$ cat src/rtl/hrfw_pkg.sv
// ============================================================================
// hrfw_pkg: shared types, constants and helpers of the hex record writer
// Character codes, the result word layout and the ASCII to nibble
// conversion used by the parser and the output buffer.
// ============================================================================
`default_nettype none

package hrfw_pkg;

   // Character codes that steer the parser.
   localparam logic [7:0] CHAR_COLON = 8'h3A;
   localparam logic [7:0] CHAR_ZERO  = 8'h30;
   localparam logic [7:0] CHAR_NINE  = 8'h39;
   localparam logic [7:0] CHAR_FOUR  = 8'h34;

   // Offsets that turn a character into its nibble value.
   localparam logic [7:0] DIGIT_BIAS  = 8'd48;
   localparam logic [7:0] LETTER_BIAS = 8'd55;

   // Character position counter.
   localparam int unsigned POS_WIDTH = 10;
   localparam logic [POS_WIDTH-1:0] POS_MAX = 10'd1023;

   // One result word.
   typedef struct packed {
      logic [31:0] write_address;
      logic [15:0] write_data;
      logic        last_in_record;
   } result_type;

   // Decimal digits give their value; every other character gives the
   // character minus 55, of which only the low four bits are kept.
   function automatic logic [3:0] hex_nibble(input logic [7:0] c);
      logic [7:0] diff;
      if (c >= CHAR_ZERO && c <= CHAR_NINE) begin
         diff = c - DIGIT_BIAS;
      end else begin
         diff = c - LETTER_BIAS;
      end
      return diff[3:0];
   endfunction

endpackage

`default_nettype wire

$ cat src/rtl/hrfw_parser.sv
// ============================================================================
// hrfw_parser: record parser of the hex record writer
// Tracks the record position, byte count, record type, base address and
// nibble accumulator, and forms one result word per completed data halfword.
// ============================================================================
`default_nettype none

module hrfw_parser (
   input  logic                clock,
   input  logic                reset,
   input  logic                char_accept,
   input  logic [7:0]          text_char,
   output logic                result_valid,
   output hrfw_pkg::result_type result
);

   localparam logic [hrfw_pkg::POS_WIDTH-1:0] POS_COUNT_HIGH = 10'd1;
   localparam logic [hrfw_pkg::POS_WIDTH-1:0] POS_COUNT_LOW  = 10'd2;
   localparam logic [hrfw_pkg::POS_WIDTH-1:0] POS_ADDR_FIRST = 10'd3;
   localparam logic [hrfw_pkg::POS_WIDTH-1:0] POS_ADDR_LAST  = 10'd6;
   localparam logic [hrfw_pkg::POS_WIDTH-1:0] POS_TYPE_HIGH  = 10'd7;
   localparam logic [hrfw_pkg::POS_WIDTH-1:0] POS_TYPE_LOW   = 10'd8;
   localparam logic [hrfw_pkg::POS_WIDTH-1:0] POS_FIRST_WORD = 10'd12;

   logic                            in_record_ff, in_record_in;
   logic [hrfw_pkg::POS_WIDTH-1:0]  char_position_ff, char_position_in;
   logic [7:0]                      byte_count_ff, byte_count_in;
   logic [7:0]                      type_char_ff, type_char_in;
   logic [31:0]                     base_address_ff, base_address_in;
   logic [15:0]                     nibble_accumulator_ff, nibble_accumulator_in;
   logic [6:0]                      halfword_index_ff, halfword_index_in;

   logic [hrfw_pkg::POS_WIDTH-1:0]  pos_next;
   logic [3:0]                      nib;
   logic [15:0]                     acc_shift;
   logic [6:0]                      halfword_count;
   logic                            group_end;

   always_comb begin
      in_record_in          = in_record_ff;
      char_position_in      = char_position_ff;
      byte_count_in         = byte_count_ff;
      type_char_in          = type_char_ff;
      base_address_in       = base_address_ff;
      nibble_accumulator_in = nibble_accumulator_ff;
      halfword_index_in     = halfword_index_ff;
      result_valid          = 1'b0;

      pos_next = (char_position_ff < hrfw_pkg::POS_MAX) ?
                 char_position_ff + 10'd1 : char_position_ff;
      nib            = hrfw_pkg::hex_nibble(text_char);
      acc_shift      = {nibble_accumulator_ff[11:0], nib};
      halfword_count = byte_count_ff[7:1];
      group_end      = (pos_next >= POS_FIRST_WORD) && (pos_next[1:0] == 2'd0) &&
                       (pos_next != hrfw_pkg::POS_MAX);

      result.write_address  = base_address_ff + {24'd0, halfword_index_ff, 1'b0};
      result.write_data     = acc_shift;
      result.last_in_record = (halfword_index_ff + 7'd1) == halfword_count;

      if (char_accept) begin
         if (text_char == hrfw_pkg::CHAR_COLON) begin
            // A colon opens a record; the base address survives it.
            in_record_in          = 1'b1;
            char_position_in      = '0;
            byte_count_in         = '0;
            type_char_in          = '0;
            nibble_accumulator_in = '0;
            halfword_index_in     = '0;
         end else if (in_record_ff) begin
            char_position_in = pos_next;
            priority if (pos_next == POS_COUNT_HIGH) begin
               byte_count_in = {nib, 4'h0};
            end else if (pos_next == POS_COUNT_LOW) begin
               byte_count_in = byte_count_ff | {4'h0, nib};
            end else if (pos_next >= POS_ADDR_FIRST && pos_next <= POS_ADDR_LAST) begin
               nibble_accumulator_in = acc_shift;
            end else if (pos_next == POS_TYPE_HIGH) begin
               char_position_in = pos_next;
            end else if (pos_next == POS_TYPE_LOW) begin
               type_char_in = text_char;
               if (text_char == hrfw_pkg::CHAR_ZERO) begin
                  base_address_in = {base_address_ff[31:16], nibble_accumulator_ff};
               end
            end else begin
               nibble_accumulator_in = acc_shift;
               if (group_end) begin
                  if (type_char_ff == hrfw_pkg::CHAR_FOUR) begin
                     if (pos_next == POS_FIRST_WORD) begin
                        base_address_in = {acc_shift, base_address_ff[15:0]};
                     end
                  end else if (type_char_ff == hrfw_pkg::CHAR_ZERO &&
                               halfword_index_ff < halfword_count) begin
                     result_valid      = 1'b1;
                     halfword_index_in = halfword_index_ff + 7'd1;
                  end
               end
            end
         end
      end
   end

   always_ff @(posedge clock) begin
      if (reset) begin
         in_record_ff          <= 1'b0;
         char_position_ff      <= '0;
         byte_count_ff         <= '0;
         type_char_ff          <= '0;
         base_address_ff       <= '0;
         nibble_accumulator_ff <= '0;
         halfword_index_ff     <= '0;
      end else begin
         in_record_ff          <= in_record_in;
         char_position_ff      <= char_position_in;
         byte_count_ff         <= byte_count_in;
         type_char_ff          <= type_char_in;
         base_address_ff       <= base_address_in;
         nibble_accumulator_ff <= nibble_accumulator_in;
         halfword_index_ff     <= halfword_index_in;
      end
   end

   // A halfword is only produced inside a data record.
   a_emit_in_data_record: assert property (@(posedge clock) disable iff (reset)
      result_valid |-> (in_record_ff && type_char_ff == hrfw_pkg::CHAR_ZERO))
      else $error("halfword produced outside a data record");

   // Every produced halfword advances the index by exactly one.
   a_index_advances: assert property (@(posedge clock) disable iff (reset)
      result_valid |=> (halfword_index_ff == $past(halfword_index_ff) + 7'd1))
      else $error("halfword index did not advance");

   // After the last halfword the index has reached the halfword count.
   a_last_reaches_count: assert property (@(posedge clock) disable iff (reset)
      (result_valid && result.last_in_record) |=>
         (halfword_index_ff == byte_count_ff[7:1]))
      else $error("last halfword flagged before the count was reached");

endmodule

`default_nettype wire

$ cat src/rtl/hrfw_out_skid.sv
// ============================================================================
// hrfw_out_skid: result register with skid stage
// Holds the result word for the receiver and catches one more word while
// the receiver stalls, so the input side never waits on a combinational path.
// ============================================================================
`default_nettype none

module hrfw_out_skid (
   input  logic                 clock,
   input  logic                 reset,
   input  logic                 in_valid,
   input  hrfw_pkg::result_type in_data,
   output logic                 full,
   output logic                 out_valid,
   input  logic                 out_stall,
   output hrfw_pkg::result_type out_data
);

   logic                 out_valid_ff, out_valid_in;
   logic                 skid_valid_ff, skid_valid_in;
   hrfw_pkg::result_type out_data_ff, out_data_in;
   hrfw_pkg::result_type skid_data_ff, skid_data_in;
   logic                 out_take;

   always_comb begin
      out_take      = out_valid_ff && !out_stall;
      out_valid_in  = out_valid_ff;
      skid_valid_in = skid_valid_ff;
      out_data_in   = out_data_ff;
      skid_data_in  = skid_data_ff;
      if (skid_valid_ff) begin
         if (out_take) begin
            out_data_in   = skid_data_ff;
            skid_valid_in = 1'b0;
         end
      end else if (in_valid) begin
         if (!out_valid_ff || out_take) begin
            out_data_in  = in_data;
            out_valid_in = 1'b1;
         end else begin
            skid_data_in  = in_data;
            skid_valid_in = 1'b1;
         end
      end else if (out_take) begin
         out_valid_in = 1'b0;
      end
   end

   always_ff @(posedge clock) begin
      if (reset) begin
         out_valid_ff  <= 1'b0;
         skid_valid_ff <= 1'b0;
      end else begin
         out_valid_ff  <= out_valid_in;
         skid_valid_ff <= skid_valid_in;
      end
   end

   always_ff @(posedge clock) begin
      out_data_ff  <= out_data_in;
      skid_data_ff <= skid_data_in;
   end

   assign full      = skid_valid_ff;
   assign out_valid = out_valid_ff;
   assign out_data  = out_data_ff;

   // The skid stage only fills behind an occupied result register.
   a_skid_behind_out: assert property (@(posedge clock) disable iff (reset)
      skid_valid_ff |-> out_valid_ff)
      else $error("skid stage holds a word while the result register is empty");

   // A word arriving while the receiver stalls lands in the skid stage.
   a_stalled_word_kept: assert property (@(posedge clock) disable iff (reset)
      (out_valid_ff && out_stall && in_valid) |=> skid_valid_ff)
      else $error("word lost while the receiver stalled");

   // Once the receiver takes a word, the skid stage drains into the register.
   a_skid_drains: assert property (@(posedge clock) disable iff (reset)
      (skid_valid_ff && !out_stall) |=> (out_valid_ff && !skid_valid_ff))
      else $error("skid stage did not drain");

endmodule

`default_nettype wire

$ cat src/rtl/hex_record_flash_writer.sv
// ============================================================================
// hex_record_flash_writer: streaming hex record to flash halfword writer
// Parses hex record text character by character and issues one flash
// write word for every data halfword that completes.
// ============================================================================
// Usage
// The request channel (req_valid, req_stall, req_text_char) carries one
// ASCII character per word. A colon opens a record; text outside a record
// is dropped. The response channel (rsp_valid, rsp_stall, rsp_write_address,
// rsp_write_data, rsp_last_in_record) carries one word for each halfword of
// a data record, addressed at the base address plus twice its index.
// Extended address records update the upper half of the base address.
// A response word is registered once the character that completes its
// halfword is accepted. Throughput: one character per cycle while req_stall
// is low, set by the single registered update of the parser state.
// When the receiver stalls, the result register holds its word and a skid
// stage takes one more; only when that stage is also occupied does
// req_stall rise. Reset clears the parser state, the base address and both
// output stages; no response is pending afterwards.
// ============================================================================
`default_nettype none

module hex_record_flash_writer (
   input  logic        clock,
   input  logic        reset,
   input  logic        req_valid,
   output logic        req_stall,
   input  logic [7:0]  req_text_char,
   output logic        rsp_valid,
   input  logic        rsp_stall,
   output logic [31:0] rsp_write_address,
   output logic [15:0] rsp_write_data,
   output logic        rsp_last_in_record
);

   logic                 char_accept;
   logic                 result_valid;
   hrfw_pkg::result_type result;
   hrfw_pkg::result_type rsp_data;
   logic                 skid_full;

   // A character is taken whenever the skid stage has room, so the input
   // side never sees the receiver's stall in the same cycle.
   assign req_stall   = skid_full;
   assign char_accept = req_valid && !skid_full;

   // Parser: all state updates for one character are registered together.
   hrfw_parser u_parser (
      .clock        (clock),
      .reset        (reset),
      .char_accept  (char_accept),
      .text_char    (req_text_char),
      .result_valid (result_valid),
      .result       (result)
   );

   // Result register plus one skid word towards the receiver.
   hrfw_out_skid u_out (
      .clock     (clock),
      .reset     (reset),
      .in_valid  (result_valid),
      .in_data   (result),
      .full      (skid_full),
      .out_valid (rsp_valid),
      .out_stall (rsp_stall),
      .out_data  (rsp_data)
   );

   assign rsp_write_address  = rsp_data.write_address;
   assign rsp_write_data     = rsp_data.write_data;
   assign rsp_last_in_record = rsp_data.last_in_record;

endmodule

`default_nettype wire

$ cat config.mk
export PLATFORM = sky130hd
export DESIGN_NAME = hex_record_flash_writer
export DESIGN_NICKNAME = d
export VERILOG_FILES = /design/src/rtl/hrfw_pkg.sv /design/src/rtl/hrfw_parser.sv /design/src/rtl/hrfw_out_skid.sv /design/src/rtl/hex_record_flash_writer.sv
export SDC_FILE = /design/constraint.sdc
export NUM_CORES = 1
export LEC_CHECK = 0
export BUFFER_PORTS_ARGS = -buffer_cell sky130_fd_sc_hd__buf_2
export CORE_ASPECT_RATIO = 0.5
export CORE_MARGIN = 2
export CORE_UTILIZATION = 30
export DETAILED_ROUTE_END_ITERATION = 8
export HOLD_SLACK_MARGIN = 0.15
export REMOVE_ABC_BUFFERS = 1
export SYNTH_ARGS = -nofsm -noshare
export SYNTH_HDL_FRONTEND = slang
export SYNTH_SLANG_ARGS = --single-unit
$ cat constraint.sdc
create_clock -name clock -period 6.9 [get_ports clock]
set_input_delay 1.035 -clock clock [delete_from_list [all_inputs] [get_ports clock]]
set_output_delay 1.035 -clock clock [all_outputs]
set_load 0.01 [all_outputs]
* Yosys cells after proc, flatten, opt, wreduce, memory -nomap -nowiden
Cells that the tools add are included.
** Cells by class
- Add/sub/neg operators :: 5
- $lt $le $gt $ge :: 7
- Equality and inequality tests :: 21
- Muxes and demuxes :: 59
- Bitwise gates (word level) :: 9
- Reduce and logical (&&, ||, !) cells :: 31
** Operators by type and width (count)
- 49-bit two-way mux :: 4
- 16-bit two-way mux :: 8
- 32-bit two-way mux :: 4
- 8-bit two-way mux :: 11
- 7-bit two-way mux :: 10
- 32-bit by 8-bit adder with 32-bit output :: 1
- 8-bit by 6-bit == test with 1-bit output (second input constant) :: 4
- 10-bit two-way mux :: 3
- 10-bit by 4-bit == test with 1-bit output (second input constant) :: 2
- 1-bit two-way mux :: 18
- 2-bit by 1-bit inequality test with 1-bit output (second input constant) :: 7
- 2-bit nonzero test :: 7
- 3-bit AND reduction :: 4
- 11-bit AND reduction :: 1
- 10-bit by 1-bit adder with 10-bit output (second input constant) :: 1
- 10-bit by 1-bit == test with 1-bit output (second input constant) :: 1
- 10-bit by 2-bit == test with 1-bit output (second input constant) :: 1
- 10-bit by 3-bit == test with 1-bit output (second input constant) :: 1
- 10-bit by 2-bit >= comparator with 1-bit output (second input constant) :: 1
- 10-bit by 4-bit >= comparator with 1-bit output (second input constant) :: 1
- 10-bit by 3-bit less-or-equal comparator with 1-bit output (second input constant) :: 1
- 10-bit less-than comparator (second input constant) :: 1
- 10-bit inequality test (second input constant) :: 1
- 10-bit AND reduction :: 1
- other kinds (21) :: 38
** Word-level totals
- Bits in registers :: 182
- Input bits :: 12
- Output and inout port bits :: 51
- Logic and storage cells :: 148

* Depth between registers and ports, before layout
Gate-level depths: netlist of run 1.
- Depth after elaboration :: 16
- Gate-level depth with buffers :: 11
- Depth with buffers taken out :: 10

* Hierarchy
From an unflattened synthesis of run 1, not the netlist that was laid out.
** Unflattened totals
- Cells, all modules :: 716
- Area, all modules :: 8615.8 sq um
** Modules (own cells, without submodules)
- hrfw_parser :: instances 1, cells an instance 550, area each 4728.3 sq um, sequential area each 1621.6 sq um
- hrfw_out_skid :: instances 1, cells an instance 165, area each 3873.7 sq um, sequential area each 2982.9 sq um
- hex_record_flash_writer :: instances 1, cells an instance 1, area each 13.8 sq um, sequential area each 0.0 sq um

* Worst setup path after synthesis of run 1
No wires, ideal clock.
- Path kind :: input to register
- From :: input port req_text_char[0]
- To :: register u_out.skid_data_ff[0] (netlist name), enable pin
- Library setup time :: 0.577 ns
- Arrival time :: 6.645 ns
- Data required time :: 6.323 ns
- Setup slack :: -0.322 ns
- Cell stages on the path :: 7
- Buffers on the path :: 1
- Path through :: inv_1 ha_1 nand2_1 nor3_2 or2_1 clkbuf_1 nor4_1
** Between the ends
- Word-level cells in the longest chain between the ends :: 4
** RTL lines
- from (decl) :: RTL line hex_record_flash_writer.sv:28 : input logic [7:0] req_text_char,
- 8-bit by 6-bit == test with 1-bit output :: RTL line hrfw_parser.sv:62 : if (text_char == hrfw_pkg::CHAR_COLON) begin
- 1-bit two-way mux :: RTL line hrfw_parser.sv:62
- 1-bit two-way mux :: RTL line hrfw_parser.sv:61 : if (char_accept) begin
- 3-bit AND reduction (no line)
- to (signal assigned) :: RTL line hrfw_out_skid.sv:61 : skid_data_ff <= skid_data_in;
- to (decl) :: RTL line hrfw_out_skid.sv:22 : hrfw_pkg::result_type skid_data_ff, skid_data_in;
Every way passes these cells.
A chain may end at the register's enable or synchronous reset.

* Worst setup path in the final report of run 1
- From :: register u_parser.char_position_ff[0] (netlist name)
- To :: register u_out.out_data_ff (netlist bit u_out.out_data[43]), enable pin
** Between the ends
- Word-level cells in the longest chain between the ends :: 16
- Elaborated cells on any way between the ends :: 26
- Those cells by class :: add/sub (1); order compare (4); eq/ne (5); mux (10); reduce/logical (6)
** RTL lines
- from (decl) :: RTL line hrfw_parser.sv:26 : logic [hrfw_pkg::POS_WIDTH-1:0] char_position_ff, char_position_in;
- from (signal assigned) :: RTL line hrfw_parser.sv:114 : char_position_ff <= char_position_in;
- 10-bit by 1-bit adder with 10-bit output / 10-bit less-than comparator (equally long branches) :: RTL line hrfw_parser.sv:50, hrfw_parser.sv:49
- 10-bit two-way mux * :: RTL line hrfw_parser.sv:49 : pos_next = (char_position_ff < hrfw_pkg::POS_MAX) ?
- 10-bit by 4-bit >= comparator with 1-bit output / 2-bit logical NOT (equally long branches) :: RTL line hrfw_parser.sv:54 : group_end = (pos_next >= POS_FIRST_WORD) && (pos_next[1:0] == 2'd0) &&
- 1-bit logical AND (2 in series) :: RTL line hrfw_parser.sv:54
- 1-bit two-way mux :: RTL line hrfw_parser.sv:87 : if (group_end) begin
- 1-bit two-way mux :: RTL line hrfw_parser.sv:80 : end else if (pos_next == POS_TYPE_LOW) begin
- 1-bit two-way mux :: RTL line hrfw_parser.sv:78 : end else if (pos_next == POS_TYPE_HIGH) begin
- 1-bit two-way mux :: RTL line hrfw_parser.sv:76 : end else if (pos_next >= POS_ADDR_FIRST && pos_next <= POS_ADDR_LAST) begin
- 1-bit two-way mux :: RTL line hrfw_parser.sv:74 : end else if (pos_next == POS_COUNT_LOW) begin
- 1-bit two-way mux * :: RTL line hrfw_parser.sv:72 : priority if (pos_next == POS_COUNT_HIGH) begin
- 1-bit two-way mux * :: RTL line hrfw_parser.sv:70 : end else if (in_record_ff) begin
- 1-bit two-way mux * :: RTL line hrfw_parser.sv:62
- 1-bit two-way mux * :: RTL line hrfw_parser.sv:61
- 2-bit nonzero test (no line) *
- 3-bit AND reduction (no line) *
- to (signal assigned) :: RTL line hrfw_out_skid.sv:60 : out_data_ff <= out_data_in;
- to (decl) :: RTL line hrfw_out_skid.sv:21 : hrfw_pkg::result_type out_data_ff, out_data_in;
Mark *: on every way between the ends. The rest lies on a longest branch, timed or not.

==> out/results.txt, run 1 <==
f_max: 0.264 GHz
placed cell count: 1,095
post-route cell area: 9610 um^2
cts bufs inserted: 17
Slew Limit Headroom: 0.225
Slew Viols, Final: 0
TritonRoute pass-1 iters: 5
postcts setup bufs: 0
asr flop ratio synth: 0
detailed-route via count: 5,657
#FFs+latches synth: 181
Synth cell types: 70
GRT Util Overall: 0.131
RD Place Congestion: 0.864
post-CTS sizing: 0
drt wl/cell: 16.4 um
vias in the first global route: 5,678
area growth from synthesis to layout: 15.7%
overall power: 2.12 mW
worst slew pin tran: 1.15 ns
worst vdd ir: 169 uV
CP required: 6.97 ns
I/O pins: 63
number of routed nets with antenna violations: 0
most common cell in the netlist: edfxtp_1
CP Max Fanout: 49
worst setup margin: 3.12 ns
crit start category: flop
Leak: 3.95 nW
core area: 26,800 um^2
H-tree lvl count: 4
FF-to-FF Start: u_parser.char_position_ff[0]
# nets final: 799
flop2flop setup slack: 3.12 ns
share of cells above drive strength 1: 0.227
dpl hpwl: 12,700 um
worst setup path start: u_parser.char_position_ff[0]
DP Worst Slack: 3.07 ns
CTS sink count: 181
sequential fraction of the synthesis area: 0.555
Max-Cap Viols: 0
hold_buf cts: 0
Setup Crit Path Kind: reg2reg
first-pass GRT wire length: 29,500 um
Filler cells: 2,621
die area: 29,100 um^2
HP Class: reg2reg
Initial Util: 0.310
Final Hold Fails: 0
area of placed instances: 9010 um^2
ys flop type: edfxtp_1
Avg Cell Area, Syn: 11.8 um^2
Rows: 42
Iteration-0 DRC Markers: 324
Post-synth EDFFs: 98
Worst Setup End Kind: flop
Min-Delay Endpoint: u_out.skid_data_ff[17]
Die H: 122 um
Synth top area share: 0.355
Hold Path Stages: 0
Clk pin slew, worst setup/hold paths: 0.07 ns
RSZ-0062 raised after global routing: no
synthesized cell area: 8300 um^2
Max Buffers Root-to-Sink: 2
outcome: finished, final reports clean
DRC errors left: 0
hold path start: u_parser.base_address_ff[0]
initial antenna violation count: 2
top cells by area, synth: edfxtp_1 (35%), dfxtp_1 (20%), mux2_2 (5.8%)
reg-to-reg endpoint: u_out.out_data[43]
fin crit share: 0.548
CTS root buf: clkbuf_16
most frequent cells after synthesis: edfxtp_1 (98), dfxtp_1 (83), nor2_1 (58)
final std cells w/o fill: 1,129
grt total ovfl: 0
die width: 239 um
Setup Viol. Count Final: 0
largest net degree at the start of global routing: 57
latest clock arrival within the worst-skew pair: 0.43 ns
data arrival time of the worst path: 3.85 ns
input/output buffers: 62
Via density: 5.01
Pwr Density: 221 nW/um^2
Tmin final: 3.78 ns
Ys Warns: 0
CTS tree: done
synthesized instance count: 702
worst clock skew: 0.0110 ns
largest area contributor in the netlist: edfxtp_1
final WL: 18,500 um
R2R depth: 10
per-layer routing:
metal,vias up,wire length (um),global-route usage
li1,2724,-,-
met1,2828,8640,0.164
met2,82,8940,0.216
met3,23,547,0.0286
met4,0,352,0.0641
met5,-,0,0
worst max-delay path: stages (launching register included):
cell       delay, ns
dfxtp_1         0.53
inv_1           0.08
ha_1            0.34
nand2b_1        0.18
a31oi_1         0.17
o2111ai_1       0.29
a311oi_1        0.43
o21ai_0         0.27
or2_2           0.38
a21boi_4        0.15
buf_4           0.56
stage by stage:
step / util / TNS [ns] / hold slack, ns
2_1_floorplan: - / -11.46 / 0.426
3_3_place_gp: 0.336 / 0 / 0.442
3_5_place_dp: 0.336 / 0 / 0.443
4_1_cts: 0.358 / 0 / 0.461
5_1_grt: 0.358 / 0 / 0.485
6_report: 0.358 / 0 / 0.462
area by class of cell:
cell class / instances / area (um^2) / area share
diodes: 2 / 5.00 / 0.000521
clock buffers: 17 / 425 / 0.0443
clock inverters: 15 / 165 / 0.0172
flip-flops and latches: 181 / 4600 / 0.479
multi-input cells: 463 / 3480 / 0.363
well taps: 352 / 440 / 0.0459
repair buffers: 71 / 378 / 0.0393
inverters: 28 / 105 / 0.0109
power by group:
part	internal [mW]	switching, mW	leakage [nW]
Combinational	0.00871	0.0235	2.03
Clock	0.514	0.450	0.288
Sequential	1.12	0.0000701	1.63
Total	1.65	0.473	3.95
how the worst max path moves through the flow:
| stage | endpoint | cells after the start | slack (ns) |
|---|---|---|---|
| 2_1_floorplan | u_out.skid_data_ff[0] | 6 | -0.23 |
| 3_3_place_gp | u_parser.base_address_ff[22] | 10 | 3.18 |
| 6_report | u_out.out_data[43] | 10 | 3.12 |
| 3_5_place_dp | u_parser.base_address_ff[30] | 10 | 3.07 |
| 5_1_grt | u_out.out_data[8] | 10 | 2.77 |
| 4_1_cts | u_out.out_data[8] | 10 | 3.16 |
sequential cells by signal (all words and copies together) (netlist names):
| signal | count |
|---|---|
| u_out.out_data | 49 |
| u_parser.type_char_ff | 8 |
| u_parser.nibble_accumulator_ff | 16 |
| u_parser.char_position_ff | 10 |
| u_out.full | 1 |
| u_parser.in_record_ff | 1 |
| u_parser.base_address_ff | 32 |
| u_out.skid_data_ff | 49 |
| u_out.out_valid | 1 |
| u_parser.halfword_index_ff | 7 |
| u_parser.byte_count_ff | 7 |
logic make-up after synthesis:
kind of cell,Yosys count,share of synthesized area
simple gates,186,0.116
flops,181,0.555
compound gates,131,0.115
mux,81,0.104
buf+inv,58,0.0301
xor+xnor,40,0.0422
fa+ha+maj,25,0.0386
layout by cell type, fill, tap and decap left out, types with 7 or more instances in the layout:
master and count:
o21ai_0 16, o2bb2ai_1 10, ha_1 24, a22o_2 10, inv_1 28, edfxtp_1 98, a211oi_1 7, buf_4 9
nor2_1 58, a21oi_1 32, buf_2 62, xnor2_1 14, mux2_2 43, nand2_1 34, clkbuf_16 17, nand2b_1 8
nor3_1 10, nor4b_1 8, a21o_1 7, a22o_1 11, xor2_1 26, nand3_1 17, mux2i_1 38, dfxtp_1 83
and3_1 8
No activity file was read; power rests on OpenSTA's default activity.
==> run 2: changes to the inputs <==
==> constraint.sdc (replaced) <==
create_clock -name clock -period 3.4 [get_ports clock]
set_input_delay 0.51 -clock clock [delete_from_list [all_inputs] [get_ports clock]]
set_output_delay 0.51 -clock clock [all_outputs]
set_load 0.01 [all_outputs]
==> out/results.txt, run 2 (synthesis results as in run 1) <==
core area: 26,800 um^2 (unchanged)
crit start category: flop
Max-Cap Viols: 0 (unchanged)
Slew Limit Headroom: 0.179 (-0.0456)
DRC errors left: 0 (unchanged)
area growth from synthesis to layout: 17.5%
f_max: 0.310 GHz (+17%)
Final Hold Fails: 0 (unchanged)
share of cells above drive strength 1: 0.244 (+0.0166)
CTS root buf: clkbuf_16
Storage cell area: 4610 um^2 (about the same)
number of routed nets with antenna violations: 0 (unchanged)
flop2flop setup slack: 0.18 ns (-2.94 ns)
reg-to-reg endpoint: u_out.out_data[36]
H-tree lvl count: 4 (unchanged)
worst vdd ir: 431 uV (+160%)
critical path's largest stage delay: 0.47 ns (-0.09 ns)
most common cell after layout, fill and taps aside: edfxtp_1
Worst Setup End Kind: flop
die area: 29,100 um^2 (unchanged)
largest net degree at the start of global routing: 50 (-12%)
Clk pwr share: 0.460 (+0.005)
area of placed instances: 9120 um^2 (+1.2%)
CP Max Fanout: 25 (-49%)
I/O pins: 63 (unchanged)
R2R depth: 10 (unchanged)
Clk pin slew, worst setup/hold paths: 0.07 ns (about the same)
Hold Path Stages: 2 (+2)
Setup Crit Path Kind: reg2reg
sequential power share: 0.526 (-0.004)
antenna cells: 0 (-2)
Tmin final: 3.22 ns (-0.561 ns)
dpl hpwl: 13,200 um (+4.1%)
cts bufs inserted: 17 (unchanged)
Pwr Density: 445 nW/um^2 (+100%)
data arrival time of the worst path: 3.37 ns (-0.48 ns)
fin crit share: 0.948 (+0.400)
grt total ovfl: 0 (unchanged)
worst clock skew: 0.0213 ns (+0.0104 ns)
hold_buf cts: 0 (unchanged)
CP max-delay cell: dfxtp_1
# nets final: 812 (+1.6%)
busiest grt layer: met2
Initial Util: 0.310 (unchanged)
Setup Viol. Count Final: 0 (unchanged)
detailed-route via count: 5,648 (-0.16%)
CTS sink count: 181 (unchanged)
multi-input logic area: 3480 um^2 (-0.18%)
Buf/Inv on CP: 2 (unchanged)
Iteration-0 DRC Markers: 367 (+13%)
GRT Util Overall: 0.133 (+0.00206)
outcome: finished, final reports clean
Leak: 4.02 nW (+1.7%)
met1 usage: 0.169 (+0.00474)
first-pass GRT wire length: 30,000 um (+1.6%)
initial antenna violation count: 0 (-2)
drt wl/cell: 16.6 um (+1.6%)
RSZ-0062 raised after global routing: no
input/output buffers: 62 (unchanged)
most frequent cells in the layout: edfxtp_1 (98), dfxtp_1 (82), buf_2 (62)
Min-Delay Endpoint: u_parser.type_char_ff[5]
RD Place Congestion: 0.856 (-0.83%)
NetSw: 987 uW (+110%)
worst slew pin tran: 1.23 ns (+0.0779 ns)
HP Class: in2reg
die width: 239 um (unchanged)
Max Buffers Root-to-Sink: 2 (unchanged)
vias in the first global route: 5,660 (-0.32%)
internal power: 3.35 mW (+100%)
Slew Viols, Final: 0 (unchanged)
final WL: 19,000 um (+2.6%)
Filler cells: 2,619 (-0.076%)
TritonRoute pass-1 iters: 5 (unchanged)
latest clock arrival within the worst-skew pair: 0.45 ns (+0.02 ns)
CP required: 3.54 ns (-3.43 ns)
met3 usage: 0.0299 (+0.00136)
critical path's top delay family: compound AO/OA/AOI/OAI gates
Via density: 4.95 (-1.1%)
cells along the critical path: inv_1, ha_1, nand2b_1, a31oi_1, o2111ai_1, a311oi_2, o21ai_1, or2_2, a21boi_4, buf_12
combinational share of power: 0.015 (about the same)
post-route cell area: 9750 um^2 (+1.5%)
CTS tree: done
met2 GRT Util: 0.222 (+0.00654)
post-layout util: 0.364 (+0.00542)
Rows: 42 (unchanged)
Die H: 122 um (unchanged)
FF-to-FF Start: u_parser.char_position_ff[1]
hold path start: req_text_char[5]
Switching Share: 0.227 (+0.00419)
run 2: cell type report:
cell class,count,area share
Timing Repair Buffer,84,0.0526
Multi-Input combinational cell,463,0.356
Clock buffer,17,0.0436
Clock inverter,15,0.0190
Inverter,28,0.0108
Sequential cell,181,0.472
Tap cell,352,0.0452
run 2: what timing repair did:
| action | 4_1_cts | 5_1_grt |
|---|---|---|
| endpoints found under the setup margin | 0 | 49 |
| gates resized for setup | 0 | 3 |
| setup buffers | 0 | 2 |
run 2: power by group through the flow:
stage,clock network (mW),registers [mW],logic (mW)
2_1_floorplan,0,2.33,0.0276
3_3_place_gp,0,2.33,0.0638
3_5_place_dp,0,2.33,0.0652
4_1_cts,2.05,2.28,0.0651
5_1_grt,2.14,2.28,0.0708
6_report,1.99,2.28,0.0643
run 2: per-stage QoR:
step / power, mW / hold WS (ns) / cells / worst slack (ns) / TNS [ns]
floorplan: 2.36 / 0.426 / 672 / -3.46 / -313.23
global placement: 2.39 / 0.445 / 1106 / 0.180 / 0
CTS: 4.40 / 0.276 / 1138 / 0.0360 / 0
detailed placement: 2.40 / 0.445 / 1106 / 0.0524 / 0
finish: 4.34 / 0.304 / 1140 / 0.177 / 0
global route: 4.49 / 0.293 / 1140 / 0.00729 / 0
run 2: how the worst max path moves through the flow:
stage / slack, ns / to / start / cells after the start
detailed placement: 0.05 / u_out.out_data[47] / u_parser.char_position_ff[0] / 10
CTS: 0.04 / u_out.out_data[44] / u_parser.char_position_ff[0] / 10
global route: 0.007 / u_out.out_data[44] / u_parser.char_position_ff[1] / 10
finish: 0.18 / u_out.out_data[36] / u_parser.char_position_ff[1] / 10
global placement: 0.18 / u_out.out_data[48] / u_parser.char_position_ff[0] / 10
floorplan: -3.46 / u_out.skid_data_ff[0] / u_parser.char_position_ff[0] / 7
run 2: per-layer routing:
metal,vias to the layer above,wire [um]
li1,2743,-
met1,2793,8820
met2,88,9250
met3,24,541
met4,0,351
met5,-,0
==> run 3: changes to the inputs <==
--- a/config.mk
+++ b/config.mk
@@ -8,9 +8,10 @@
 export BUFFER_PORTS_ARGS = -buffer_cell sky130_fd_sc_hd__buf_2
 export CORE_ASPECT_RATIO = 0.5
 export CORE_MARGIN = 2
-export CORE_UTILIZATION = 30
+export CORE_UTILIZATION = 54
 export DETAILED_ROUTE_END_ITERATION = 8
 export HOLD_SLACK_MARGIN = 0.15
+export PLACE_DENSITY = 0.76
 export REMOVE_ABC_BUFFERS = 1
 export SYNTH_ARGS = -nofsm -noshare
 export SYNTH_HDL_FRONTEND = slang
==> out/results.txt, run 3 (synthesis results as in run 1) <==
outcome: finished, final reports clean
Rows: 31 (-26%)
antenna cells: 0 (unchanged)
GRT Util Overall: 0.222 (+0.0889)
CTS root buf: clkbuf_16
Initial Util: 0.563 (+0.253)
I/O pins: 63 (unchanged)
Pwr Density: 448 nW/um^2 (+0.67%)
Max Buffers Root-to-Sink: 2 (unchanged)
Tmin final: 3.26 ns (+0.0354 ns)
CTS tree: done
overall power: 4.26 mW (-1.8%)
hold_ws: 0.327 ns (+0.0230 ns)
DP Worst Slack: 0.0618 ns (+0.00940 ns)
H-tree lvl count: 4 (unchanged)
initial antenna violation count: 0 (unchanged)
fin crit share: 0.958 (+0.0104)
CP required: 3.53 ns (about the same)
die width: 179 um (-25%)
most frequent cells in the layout: edfxtp_1 (98), dfxtp_1 (83), buf_2 (62)
worst clock skew: 0.0154 ns (-0.00596 ns)
cells along the critical path: inv_1, ha_1, nand2b_1, a31oi_1, o2111ai_2, a311oi_2, o21ai_0, or2_2, a21boi_4, clkbuf_16
post-layout util: 0.646 (+0.282)
final std cells w/o fill: 982 (-14%)
Setup Viol. Count Final: 0 (unchanged)
detailed-route via count: 5,724 (+1.3%)
CP Max Fanout: 24 (-4.0%)
Slew Limit Headroom: 0.229 (+0.0499)
grt total ovfl: 0 (unchanged)
placed cell count: 949 (-14%)
final WL: 17,700 um (-6.7%)
share of cells above drive strength 1: 0.240 (-0.00386)
RD Place Congestion: 0.895 (+4.5%)
cts bufs inserted: 17 (unchanged)
latest clock arrival within the worst-skew pair: 0.43 ns (-0.02 ns)
input/output buffers: 62 (unchanged)
worst vdd ir: 295 uV (-32%)
data arrival time of the worst path: 3.39 ns (+0.02 ns)
worst setup margin: 0.141 ns (-0.0354 ns)
largest net degree at the start of global routing: 56 (+12%)
number of routed nets with antenna violations: 0 (unchanged)
core area: 14,700 um^2 (-45%)
crit start category: flop
critical path's top delay family: compound AO/OA/AOI/OAI gates
dpl hpwl: 11,500 um (-13%)
first-pass GRT wire length: 28,400 um (-5.2%)
TritonRoute pass-1 iters: 5 (unchanged)
Die H: 91.7 um (-25%)
Slew Viols, Final: 0 (unchanged)
Iteration-0 DRC Markers: 450 (+23%)
# nets final: 809 (-0.37%)
Via density: 5.83 (+18%)
Hold Path Stages: 2 (unchanged)
HP Class: in2reg
Buf/Inv on CP: 2 (unchanged)
Clk pin slew, worst setup/hold paths: 0.07 ns (about the same)
CP max-delay cell: dfxtp_1
worst slew pin tran: 1.15 ns (-0.0746 ns)
R2R depth: 10 (unchanged)
area growth from synthesis to layout: 14.6%
Max-Cap Viols: 0 (unchanged)
DRC errors left: 0 (unchanged)
Worst Setup End Kind: flop
f_max: 0.307 GHz (-1.1%)
Final Hold Fails: 0 (unchanged)
Leak: 3.99 nW (-0.59%)
CTS sink count: 181 (unchanged)
most common cell after layout, fill and taps aside: edfxtp_1
vias in the first global route: 5,455 (-3.6%)
drt wl/cell: 18.0 um (+8.3%)
die area: 16,400 um^2 (-43%)
Levels on crit path: 10 (unchanged)
critical path's largest stage delay: 0.46 ns (about the same)
Setup Crit Path Kind: reg2reg
[run 3: changes by cell type in the layout (fill, tap and decap cells not counted), sizes merged]
cell,before,now
inv,34,36
clkbuf,17,18
clkinv,6,5
clkinvlp,2,1
buf,84,80
bufinv,1,0
[run 3: through the flow]
step / area [um^2] / setup TNS (ns)
after floorplan: 8160 / -313.23
after global placement: 8890 / 0
after detailed placement: 8890 / 0
after CTS: 9470 / 0
after global routing: 9510 / -0.436
final: 9510 / 0
[run 3: where the power goes]
part | internal [mW] | switching, mW | leakage, nW
Sequential | 2.28 | 0.000106 | 1.63
Clock | 0.982 | 0.937 | 0.281
Combinational | 0.0176 | 0.0457 | 2.08
[run 3: per-layer routing]
layer  track usage  up-vias  wire [um]
met1         0.311     2774       8360
met2         0.352      183       8160
met4        0.0699        0        201
met3        0.0386       20        972
met5             0        -          0
li1              -     2747          -
[run 3: cell type report]
cell class | instances | area (um^2)
Clock buffer | 17 | 425
Clock inverter | 14 | 154
Fill cell | 1111 | 5230
Inverter | 28 | 105
Multi-Input combinational cell | 463 | 3480
Sequential cell | 181 | 4600
Tap cell | 198 | 248
Timing Repair Buffer | 81 | 495
[run 3: path summary, 6_finish.rpt]
path                                     start                       end  slack [ns]
setup / recovery  u_parser.char_position_ff[1]         u_out.out_data[7]        0.14
hold / removal                req_text_char[5]  u_parser.type_char_ff[5]        0.33
setup reg to reg  u_parser.char_position_ff[1]         u_out.out_data[7]        0.14
hold reg to reg    u_parser.base_address_ff[0]    u_out.skid_data_ff[17]        0.47
[run 3: what timing repair did]
| item | in CTS | in global routing |
|---|---|---|
| resized for setup | 0 | 2 |
| setup buffers | 0 | 1 |
| endpoints found under the setup margin | 0 | 49 |
| hold buffers | 0 | 0 |
